<file path="src/sv/fet_pkg.sv">
`timescale 1ns / 1ps

package fet_pkg;

  // Fixed field widths.
  localparam int DATA_W     = 32;
  localparam int PROD_W     = 2 * DATA_W;
  localparam int STEP_W     = 31;
  localparam int PIXEL_W    = 12;
  localparam int ITER_OUT_W = 14;
  localparam int MAG_W      = 34;
  localparam int CFG_IDX_W  = 3;

  // Defaults of the top-level parameters.
  localparam int ITER_LIMIT_DEF       = 8192;
  localparam int FRAC_BITS_DEF        = 28;
  localparam int COORD_BITS_DEF       = 12;
  localparam int ESCAPE_RADIUS_SQ_DEF = 4;

  // Register values after reset.
  localparam logic               MODE_RST        = 1'b0;
  localparam logic [DATA_W-1:0]  ORIGIN_RE_RST   = 32'hF800_0000;
  localparam logic [DATA_W-1:0]  ORIGIN_IM_RST   = 32'h0000_0000;
  localparam logic [STEP_W-1:0]  STEP_RST        = 31'h4000_0000;
  localparam logic [DATA_W-1:0]  JULIA_RE_RST    = 32'hF800_0000;
  localparam logic [DATA_W-1:0]  JULIA_IM_RST    = 32'h0000_0000;
  localparam logic [ITER_OUT_W-1:0] MAX_ITER_RST = 14'd8192;

  // Saturation bounds of a signed data word, held at product width.
  localparam logic signed [PROD_W-1:0] SAT_HI = (64'sd1 <<< (DATA_W - 1)) - 64'sd1;
  localparam logic signed [PROD_W-1:0] SAT_LO = -(64'sd1 <<< (DATA_W - 1));

  // Largest value of the magnitude output.
  localparam logic [PROD_W-1:0] MAG_MAX = (64'd1 << MAG_W) - 64'd1;

  // Configuration register indexes.
  typedef enum logic [CFG_IDX_W-1:0] {
    CFG_FRACTAL_MODE = 3'd0,
    CFG_ORIGIN_REAL  = 3'd1,
    CFG_ORIGIN_IMAG  = 3'd2,
    CFG_PIXEL_STEP   = 3'd3,
    CFG_JULIA_REAL   = 3'd4,
    CFG_JULIA_IMAG   = 3'd5,
    CFG_MAX_ITER     = 3'd6
  } cfg_idx_t;

  // Pixel sequencer states.
  typedef enum logic [2:0] {
    ST_IDLE,
    ST_SETUP,
    ST_MUL,
    ST_ADD,
    ST_DELIVER
  } fet_state_t;

  // Controls from the sequencer to the iteration datapath.
  typedef struct packed {
    logic load;
    logic mul_en;
    logic add_en;
  } iter_ctrl_t;

  // Clamp a wide signed value into the signed data word range.
  function automatic logic signed [DATA_W-1:0] sat32(input logic signed [PROD_W-1:0] v);
    logic signed [DATA_W-1:0] r;
    if (v > SAT_HI) begin
      r = {1'b0, {(DATA_W - 1){1'b1}}};
    end else if (v < SAT_LO) begin
      r = {1'b1, {(DATA_W - 1){1'b0}}};
    end else begin
      r = v[DATA_W-1:0];
    end
    return r;
  endfunction

endpackage

</file>
<file path="src/sv/fet_hist.sv">
`timescale 1ns / 1ps

module fet_hist
  import fet_pkg::*;
#(
  parameter int  DEPTH = ITER_LIMIT_DEF,
  localparam int AW    = $clog2(DEPTH)
) (
  input  logic          clk,
  input  logic          rst_n,
  input  logic          hist_req,
  input  logic [AW-1:0] hist_bin,
  output logic          hist_busy
);

  logic [DATA_W-1:0] mem [DEPTH];
  logic [DATA_W-1:0] rd_data_r;
  logic              clr_busy_r, clr_busy_nxt;
  logic [AW-1:0]     clr_addr_r, clr_addr_nxt;
  logic              upd_r;
  logic [AW-1:0]     upd_bin_r;
  logic [DATA_W-1:0] esc_total_r;

  assign hist_busy = clr_busy_r;

  // Clearing sweep after reset, one bin per cycle.
  always_comb begin
    clr_busy_nxt = clr_busy_r;
    clr_addr_nxt = clr_addr_r;
    if (clr_busy_r) begin
      clr_addr_nxt = clr_addr_r + AW'(1);
      if (clr_addr_r == AW'(DEPTH - 1)) begin
        clr_busy_nxt = 1'b0;
      end
    end
  end

  always_ff @(posedge clk) begin
    if (!rst_n) begin
      clr_busy_r <= 1'b1;
      clr_addr_r <= '0;
    end else begin
      clr_busy_r <= clr_busy_nxt;
      clr_addr_r <= clr_addr_nxt;
    end
  end

  // A request reads its bin now and writes back the increment next cycle.
  always_ff @(posedge clk) begin
    if (!rst_n) begin
      upd_r <= 1'b0;
    end else begin
      upd_r <= hist_req && !clr_busy_r;
    end
    upd_bin_r <= hist_bin;
  end

  // Bin memory with a registered read port.
  always_ff @(posedge clk) begin
    if (clr_busy_r) begin
      mem[clr_addr_r] <= '0;
    end else if (upd_r) begin
      mem[upd_bin_r] <= rd_data_r + DATA_W'(1);
    end
    rd_data_r <= mem[hist_bin];
  end

  // Running total of escaped pixels; wraps.
  always_ff @(posedge clk) begin
    if (!rst_n) begin
      esc_total_r <= '0;
    end else if (hist_req) begin
      esc_total_r <= esc_total_r + DATA_W'(1);
    end
  end

endmodule

</file>
<file path="config.mk">
export PLATFORM = sky130hd
export DESIGN_NAME = fet_hist
export DESIGN_NICKNAME = d
export VERILOG_FILES = /design/src/sv/fet_pkg.sv /design/src/sv/fet_hist.sv
export SDC_FILE = /design/constraint.sdc
export NUM_CORES = 1
export LEC_CHECK = 0
export BUFFER_PORTS_ARGS = -buffer_cell sky130_fd_sc_hd__buf_2
export CAP_MARGIN = 40
export CORE_UTILIZATION = 48
export DETAILED_ROUTE_END_ITERATION = 10
export PLACE_DENSITY = 0.74
export SYNTH_ARGS = -nofsm -noshare
export SYNTH_HDL_FRONTEND = slang
export SYNTH_SLANG_ARGS = --single-unit
export TNS_END_PERCENT = 100
</file>
<file path="constraint.sdc">
create_clock -name clk -period 1.6 [get_ports clk]
set_input_delay 0 -clock clk [delete_from_list [all_inputs] [get_ports clk]]
set_output_delay 0 -clock clk [all_outputs]
set_load 0.02 [all_outputs]
</file>
# Yosys cells after proc, flatten, opt, wreduce, memory -nomap -nowiden
# Index checks and enable logic that the tools add are counted.
[totals]
reg_bits = 14
input_bits = 16
output_inout_bits = 1
[op_classes]
add_sub_neg = 1
eq_ne = 1
muxes = 2
[op_table]
columns = ["cell", "n"]
rows = [
  ["$add A13 B1 Y13 const B", 1],
  ["$eq A13 B13 Y1 const B", 1],
  ["$mux W1", 2],
]

# Depth between registers and ports, before layout
# Gate-level depths: netlist of run 1.
[depth]
word_depth = 3
ltp_mapped = 5
mapped_depth_nobuf = 4

# Worst setup path after synthesis of run 1
# Ideal clock, no wire load.
[synth_timing]
path_kind = "register to register"
startpoint = "register clr_busy_r, in the netlist hist_busy"
endpoint = "register clr_addr_r[11]"
arrival_time_ns = 1.389
path_slack_ns = 0.140
path_stages_with_launch = 6
path_buffers = 2
path_cell_list = "dfxtp_1 -> buf_6 -> nand4_2 -> buf_6 -> nor4_1 -> mux2i_1"
[synth_rtl]
columns = ["item", "line_no", "rtl"]
rows = [
  ["from (decl)", "fet_hist.sv:18", "logic clr_busy_r, clr_busy_nxt;"],
  ["from (signal assigned)", "fet_hist.sv:43", "clr_busy_r <= clr_busy_nxt;"],
  ["to (signal assigned)", "fet_hist.sv:44", "clr_addr_r <= clr_addr_nxt;"],
  ["to (decl)", "fet_hist.sv:19", "logic [AW-1:0] clr_addr_r, clr_addr_nxt;"],
]

# Final worst setup path of run 1
[layout_timing]
startpoint = "register clr_addr_r[1]"
endpoint = "register clr_addr_r[12]"
[layout_via]
elab_chain_cells = 1
[layout_rtl]
columns = ["item", "line_no", "rtl"]
rows = [
  ["$add A13 B1 Y13", "fet_hist.sv:31", "clr_addr_nxt = clr_addr_r + AW'(1);"],
]
# Every way passes these cells.
# A chain may end at the register's enable or synchronous reset.

==> metrics, run 1 <==
Gates resized, CTS repair=0; I/O pin count=17; crit path kind=reg -> reg; first-pass GRT wire length=2.11 mm; fillers=100; row count=12; critical path endpoint category=register; Slew HR=74.3%; CTS tree=built; worst hold path class=in -> reg; crit path max fanout=5; Area after DPL=664 um2; initial antenna violation count=0; FFs w/ async S/R, synth=0%; via count=535; area added between synthesis and finish=12.3%; layout cell share with drive strength beyond 1=14.1%; Post-Route Setup TNS=0 ps; Unique masters post-synth=20; final hold vios=0; Max Transition Viols Final=0; Worst Reg-to-Reg Cells=4; clock-pin slew on the worst setup and hold paths=80 ps; drt via density=5.82; Setup violations, final=0; Ys Warns=0; WL/cell=13.3 um; vias in the first global route=520; share of the synthesized area in the top cell type=44.3%; ys flop type=dfxtp_1; crit path time final=1500 ps; Mapped Area=633 um2; Synth area leaders=dfxtp_1 44%, o31ai_1 7.1%, or4_1 5.9%, a21oi_1 5.5%, nand4_1 4.9%; Slew @ Worst Pin=385 ps; Pleak=0.250 nW; GRT Util Overall=22.3%; # diodes=0; initial core utilization=54.1%; RD Place Congestion=0.744; Max-Cap Viols=0; Final Power=0.648 mW; fmax=669 MHz; CTS buffer count=3; Routed Antenna Nets=0; most frequent cell after synthesis=dfxtp_1; status=finished, final reports clean; clock root cell=clkbuf_4; Arr. time, crit path=1710 ps; cell taking the most area after synthesis=dfxtp_1; core area=1170 um2; Nets=96; sequential cell area=280 um2; # port buffers=2; EDFF count, synth=0; post-DP HPWL=899 um; largest net degree at the start of global routing=16; sequential area share after synthesis=44.3%; final routed DRC violation total=0; hold path cells=3; post-route cell area=711 um2; Clock Path Buffers=2; unrepaired setup endpoints after global routing=false; worst path required time=1820 ps; Pwr Density=911 nW/um2; Worst-Skew Late Latency=280 ps; DRT iter0 DRCs=3; Peak supply drop=0.479 mV; Net Count, Synth=87; Final period util=93.4%; hold_ws=456 ps; Post-synth top cells=14 x dfxtp_1, 7 x a21oi_1, 6 x nand2_1, 6 x o31ai_1; Cells after DPL=87; Die H=38.3 um; depth of the CTS H-tree=1; Synth Instances=70; CTS Sinks=14; die width=38.3 um; postcts setup bufs=0; post-route insts no fill=92; Pre-Repair DR Iteration Count=5; Post-Route WL=1.22 mm; post-synthesis register bit count=14; Multi-input gate area=315 um2; clock skew=3.05 ps; Avg Cell Area, Syn=9.04 um2; Remaining Overflow, GRT=0; startpoint types=register; die area=1470 um2
==> sequential cells by signal, indices dropped and copies added (netlist names) <==
name        flops
hist_busy       1
clr_addr_r     13
==> layout make-up <==
class                   count  share of cell area (%)
clock buffers               4                    5.11
multi-input cells          50                    44.4
flip-flops and latches     14                    39.4
repair buffers              7                    7.04
inverters                   3                    1.58
well taps                  14                    2.46
==> worst max-delay path, cell delays in order (launching register included) <==
cell and delay, ps:
dfxtp_1 410, ha_1 280, nand4_1 170, or4_1 420, a21oi_1 160
==> cell families after synthesis <==
logic type	count (synthesis)	synth area share, %
xor gates and xnor gates	4	5.53
AOI/OAI and AO/OA	15	14.2
muxes	2	3.16
and+or+nand+nor	28	24.9
DFF	14	44.3
buffers and inverters	6	5.93
adders and majority gates	1	1.98
==> cells in the final DEF (no fill, tap or decap) <==
master	netlist	layout
ha_1	1	1
o21ai_0	2	2
a21oi_1	7	7
mux2i_1	2	2
clkbuf_8	0	1
dfxtp_1	14	14
o31ai_1	6	6
or4_1	5	5
nand2b_1	1	1
buf_2	0	2
buf_4	0	4
or3_1	2	2
nand4_2	1	1
nor4_1	1	1
nand3_1	2	2
xnor2_1	1	1
dlygate4sd3_1	0	1
nor2_1	5	5
nand2_1	6	6
clkbuf_4	0	3
nand4_1	5	5
xor2_1	3	3
inv_1	3	3
==> path summary, 6_finish.rpt <==
check | from | end | slack (ps)
min | rst_n | hist_busy$_SDFF_PN1_ | 460
max | clr_addr_r[1]$_SDFFE_PN0P_ | clr_addr_r[12]$_SDFFE_PN0P_ | 100
min reg2reg | clr_addr_r[11]$_SDFFE_PN0P_ | clr_addr_r[11]$_SDFFE_PN0P_ | 480
max reg2reg | clr_addr_r[1]$_SDFFE_PN0P_ | clr_addr_r[12]$_SDFFE_PN0P_ | 100
==> power by group <==
part | leakage (nW) | switching [mW] | internal, mW | total, mW
Sequential | 0.113 | 0.00608 | 0.355 | 0.361
Clock | 0.0210 | 0.115 | 0.139 | 0.253
Combinational | 0.116 | 0.0184 | 0.0155 | 0.0339
Total | 0.250 | 0.139 | 0.509 | 0.648
==> stage by stage <==
stage,util [%],setup slack (ps)
2_1_floorplan,-,140
3_3_place_gp,56.7,150
3_5_place_dp,56.7,121
4_1_cts,60.7,97.4
5_1_grt,60.7,28.5
6_report,60.7,105
==> per-layer routing <==
layer | wire length, um | GRT usage, %
met3 | 42 | 10.5
met2 | 617 | 39.4
met5 | 0 | 0
met4 | 30 | 10.7
met1 | 528 | 21.5
==> what timing repair did <==
action	4_1_cts	5_1_grt
setup endpoints to repair	0	0
hold endpoints to repair	2	0
hold buffers	1	0
Power figures use the tool's default switching activity.
==> run 2: changes to the inputs <==
--- a/config.mk
+++ b/config.mk
@@ -5,11 +5,13 @@
 export SDC_FILE = /design/constraint.sdc
 export NUM_CORES = 1
 export LEC_CHECK = 0
+export ABC_AREA = 1
 export BUFFER_PORTS_ARGS = -buffer_cell sky130_fd_sc_hd__buf_2
 export CAP_MARGIN = 40
-export CORE_UTILIZATION = 48
+export CORE_UTILIZATION = 50
 export DETAILED_ROUTE_END_ITERATION = 10
-export PLACE_DENSITY = 0.74
+export PLACE_DENSITY = 0.75
+export REMOVE_ABC_BUFFERS = 1
 export SYNTH_ARGS = -nofsm -noshare
 export SYNTH_HDL_FRONTEND = slang
 export SYNTH_SLANG_ARGS = --single-unit
==> metrics, run 2 <==
status=finished, final reports clean; Worst Reg-to-Reg Cells=6; critical path endpoint category=register; post-route cell area=776 um2; CTS tree=built; drt via density=4.86; max reg flops=13; # port buffers=2; Clock Path Buffers=2; Peak supply drop=0.863 mV; Avg Cell Area, Syn=6.83 um2; crit path time final=1360 ps; Routed Antenna Nets=0; Setup violations, final=0; Reg with most FFs=clr_addr_r; final core utilization=58.9%; Pwr Density=843 nW/um2; depth of the CTS H-tree=1; row count=13; CTS buffer count=3; layout cell share with drive strength beyond 1=15.5%; leading cell type in the layout, fill and taps excluded=nand2_1; clock root cell=clkbuf_4; share of the synthesized area in the top cell type=39.1%; # diodes=0; Pleak=0.307 nW; WL/cell=9.38 um; largest net degree at the start of global routing=14; Worst-Skew Late Latency=280 ps; post-DP HPWL=860 um; Synth Instances=105; crit path max fanout=4; fillers=117; Pre-Repair DR Iteration Count=4; Max Transition Viols Final=0; Worst path slowest cell=dfxtp_1; worst path required time=1780 ps; Die H=39.9 um; RD Place Congestion=0.743; Final period util=84.8%; Mapped Area=717 um2; hold path start=clr_addr_r[7]$_SDFFE_PN0P_; Nets=128; Area after DPL=729 um2; Post-synth top cells=24 x nand2_1, 16 x inv_1, 14 x dfxtp_1, 14 x nor2_1; final hold vios=0; post-synthesis register bit count=14; cell taking the most area after synthesis=dfxtp_1; initial antenna violation count=0; startpoint types=register; core area=1320 um2; DRT iter0 DRCs=12; most frequent cell after synthesis=nand2_1; hold_ws=470 ps; first-pass GRT wire length=1.99 mm; Post-Route WL=1.17 mm; Post-Route Setup TNS=0 ps; FFs w/ async S/R, synth=0%; hold path cells=2; worst path cell trace=ha_1, nand2_2, nor2_2, nand3_1, o21ai_0, nor2_1; Gates resized, CTS repair=0; die area=1590 um2; final routed DRC violation total=0; initial core utilization=54.4%; area added between synthesis and finish=8.20%; clock skew=2.78 ps; Slowest Stage Delay on Critical Path=400 ps; commonest cells after routing, fill and taps aside=24 x nand2_1, 16 x inv_1, 14 x nor2_1, 14 x dfxtp_1; Slew @ Worst Pin=393 ps; reg2reg setup slack=240 ps; CTS Sinks=14; Slew HR=73.8%; crit path kind=reg -> reg; worst hold path class=reg -> reg; GRT Util Overall=18.9%; reg-to-reg startpoint=clr_addr_r[0]$_SDFFE_PN0P_; fmax=737 MHz; Synth area leaders=dfxtp_1 39%, nand2_1 13%, inv_1 8.4%, nor2_1 7.3%, a21oi_1 4.9%; Ys Warns=0; FF-to-FF End=clr_addr_r[10]$_SDFFE_PN0P_; ys flop type=dfxtp_1; Remaining Overflow, GRT=0; via count=607; Unique masters post-synth=19; unrepaired setup endpoints after global routing=false; die width=39.9 um; sequential area share after synthesis=39.1%; clock-pin slew on the worst setup and hold paths=100 ps; Arr. time, crit path=1540 ps; hold endpoint=clr_addr_r[7]$_SDFFE_PN0P_; vias in the first global route=502; I/O pin count=17; Max-Cap Viols=0; EDFF count, synth=0
==> run 2: routing by layer <==
| metal | GRT usage (%) | part of all wire, % | vias to the layer above |
|---|---|---|---|
| met5 | 0 | 0 | - |
| met4 | 7.76 | 1.1 | 0 |
| met3 | 5.11 | 3.2 | 2 |
| met2 | 28.2 | 44 | 6 |
| met1 | 25.0 | 52 | 261 |
| li1 | - | - | 338 |
==> run 2: per-stage QoR <==
step                setup slack [ps]  cells  total power, mW
floorplan                        378    103            0.385
global placement                 302    120            0.393
detailed placement               274    120            0.394
CTS                              258    125            0.649
global route                     101    125            0.668
finish                           244    125            0.654
==> run 2: worst max-delay path by stage <==
stage                                          start                     endpoint  slack (ps)  cells past startpoint
after floorplan                 hist_busy$_SDFF_PN1_   clr_addr_r[5]$_SDFFE_PN0P_         380                      5
after global placement    clr_addr_r[0]$_SDFFE_PN0P_  clr_addr_r[10]$_SDFFE_PN0P_         300                      6
after detailed placement  clr_addr_r[0]$_SDFFE_PN0P_  clr_addr_r[10]$_SDFFE_PN0P_         270                      6
after CTS                 clr_addr_r[0]$_SDFFE_PN0P_  clr_addr_r[10]$_SDFFE_PN0P_         260                      6
after global routing      clr_addr_r[0]$_SDFFE_PN0P_  clr_addr_r[10]$_SDFFE_PN0P_         100                      6
final                     clr_addr_r[0]$_SDFFE_PN0P_  clr_addr_r[10]$_SDFFE_PN0P_         240                      6
==> run 2: what timing repair did <==
item / 4_1_cts / 5_1_grt
hold endpoints to repair: 1 / 0
buffers inserted: 0 / 0
hold buffers: 1 / 0
==> run 2: critical path, delay by kind of cell (launching register included) <==
kind | cells | cell delay (ps)
adders and majority gates | 1 | 260
and+or+nand+nor | 4 | 430
DFF | 1 | 400
AOI/OAI and AO/OA | 1 | 170
==> run 2: kinds of logic after synthesis <==
group | synth area share, %
fa+ha+maj | 1.74
flops | 39.1
buf+inv | 12.0
compound gates | 9.77
simple gates | 37.3
==> run 2: final cells by class <==
class | instances | area, um2 | area share (%)
tap | 15 | 18.8 | 2.42
sequential | 14 | 280 | 36.1
timing repair buffer | 3 | 20.0 | 2.58
inverter | 18 | 70.1 | 9.03
multi-input combinational | 71 | 350 | 45.2
clock buffer | 4 | 36.3 | 4.68
==> run 2: power breakdown <==
group / total, mW / switching [mW] / internal [mW]
combinational: 0.0266 / 0.0150 / 0.0115
sequential: 0.361 / 0.00626 / 0.355
clock: 0.266 / 0.128 / 0.138
==> run 3: changes to the inputs <==
--- a/config.mk
+++ b/config.mk
@@ -5,12 +5,12 @@
 export SDC_FILE = /design/constraint.sdc
 export NUM_CORES = 1
 export LEC_CHECK = 0
-export ABC_AREA = 1
+export ABC_AREA = 0
 export BUFFER_PORTS_ARGS = -buffer_cell sky130_fd_sc_hd__buf_2
 export CAP_MARGIN = 40
-export CORE_UTILIZATION = 50
+export CORE_UTILIZATION = 44
 export DETAILED_ROUTE_END_ITERATION = 10
-export PLACE_DENSITY = 0.75
+export PLACE_DENSITY = 0.71
 export REMOVE_ABC_BUFFERS = 1
 export SYNTH_ARGS = -nofsm -noshare
 export SYNTH_HDL_FRONTEND = slang
==> constraint.sdc (replaced) <==
create_clock -name clk -period 1.1 [get_ports clk]
set_input_delay 0 -clock clk [delete_from_list [all_inputs] [get_ports clk]]
set_output_delay 0 -clock clk [all_outputs]
set_load 0.02 [all_outputs]
==> metrics, run 3 (same netlist as run 1, synthesis figures left out) <==
status=finished, violations left; failing checks=setup timing; post-DP HPWL=1.01 mm; Setup violations, final=11; # diodes=0; Final Power=1.00 mW; initial antenna violation count=0; Slowest Stage Delay on Critical Path=540 ps; drt via density=6.21; worst hold path class=in -> reg; CTS tree=built; fillers=77; RD Place Congestion=0.749; crit path max fanout=4; final core utilization=73.9%; layout cell share with drive strength beyond 1=50.5%; CTS buffer count=3; Remaining Overflow, GRT=0; Clock Path Buffers=2; clock root cell=clkbuf_4; WL/cell=20.2 um; Pwr Density=1030 nW/um2; depth of the CTS H-tree=1; Max-Cap Viols=0; # port buffers=2; Die H=39.9 um; post-route insts no fill=112; Peak supply drop=0.852 mV; clock skew=0.969 ps; Worst path slowest cell=or4_1; via count=696; Max Transition Viols Final=0; leading cell type in the layout, fill and taps excluded=buf_4; GRT Util Overall=32.4%; Buf/Inv on CP=0; Slew HR=69.4%; max reg flops=13; die area=1590 um2; Cells after DPL=105; Arr. time, crit path=1600 ps; setup ws final=-269 ps; DRT iter0 DRCs=29; Pleak=0.353 nW; final hold vios=0; CP top delay family=simple AND/OR/NAND/NOR gates; vias in the first global route=706; die width=39.9 um; fmax=731 MHz; clock-pin slew on the worst setup and hold paths=90 ps; row count=13; first-pass GRT wire length=3.24 mm; crit path time final=1370 ps; area added between synthesis and finish=53.8%; final routed DRC violation total=0; startpoint types=register; Reg with most FFs=clr_addr_r; I/O pin count=17; Routed Antenna Nets=0; Nets=115; critical path endpoint category=register; Pre-Repair DR Iteration Count=4; Post-Route WL=2.26 mm; Worst-Skew Late Latency=300 ps; worst path cell trace=nand3_1, or4_1, a21oi_1; CTS Sinks=14; worst path required time=1330 ps; core area=1320 um2; initial core utilization=48.1%; crit path kind=reg -> reg; Slew @ Worst Pin=458 ps; Final period util=124%; largest net degree at the start of global routing=13; unrepaired setup endpoints after global routing=true
==> run 3: cell count changes in the layout (fill, tap and decap cells not counted), moves of 4 or more <==
cell	change
inv_1	-13
nor2_1	-9
nand2_1	-20
dfxtp_1	-9
nand3_1	-4
o31ai_1	+5
dfxtp_2	+4
buf_4	+20
o21ai_0	-5
dfxtp_4	+5
==> run 3: timing repair <==
item                                   CTS  global route
buffers inserted                         2             1
endpoints found under the hold margin    2             0
cloned                                   1             0
gates resized for setup                 20            11
setup endpoints to repair               11            12
hold buffers                             1             0
pin swaps                                6            10
==> run 3: routing by layer <==
metal | track usage, % | part of all wire (%)
met1 | 33.4 | 39
met2 | 54.8 | 50
met3 | 10.6 | 5.8
met4 | 22.4 | 4.9
met5 | 0 | 0
==> run 3: layout make-up <==
cell class	count	area (um2)	share of cell area, %
Clock buffer	4	36.3	3.73
Inverter	3	11.3	1.16
Multi-Input combinational cell	51	410	42.2
Sequential cell	14	304	31.2
Tap cell	15	18.8	1.93
Timing Repair Buffer	25	193	19.8
==> run 3: worst paths after layout <==
kind              cells after the start  slack, ps                        from                         end
setup / recovery                      3       -270  clr_addr_r[1]$_SDFFE_PN0P_  clr_addr_r[9]$_SDFFE_PN0P_
hold / removal                        3        460                       rst_n        hist_busy$_SDFF_PN1_
setup reg to reg                      3       -270  clr_addr_r[1]$_SDFFE_PN0P_  clr_addr_r[9]$_SDFFE_PN0P_
hold reg to reg                       2        510  clr_addr_r[5]$_SDFFE_PN0P_  clr_addr_r[5]$_SDFFE_PN0P_
==> run 3: tightest hold or removal path: stages <==
cell,delay [ps]
dlygate4sd3_1,530
buf_2,150
nand2_1,50
==> run 3: through the flow <==
stage	worst slack (ps)	instance area [um2]	hold slack, ps	TNS (ps)
after CTS	-183	933	448	-1310
after floorplan	-513	607	61.9	-3680
after global routing	-293	973	480	-2300
after global placement	-248	793	203	-1980
final	-269	973	463	-1860
after detailed placement	-343	793	204	-2510
==> run 3: where the power goes <==
| part | total (mW) | switching, mW | internal [mW] |
|---|---|---|---|
| Sequential | 0.526 | 0.0155 | 0.511 |
| Clock | 0.394 | 0.191 | 0.203 |
| Combinational | 0.0837 | 0.0418 | 0.0419 |
| Total | 1.00 | 0.248 | 0.755 |
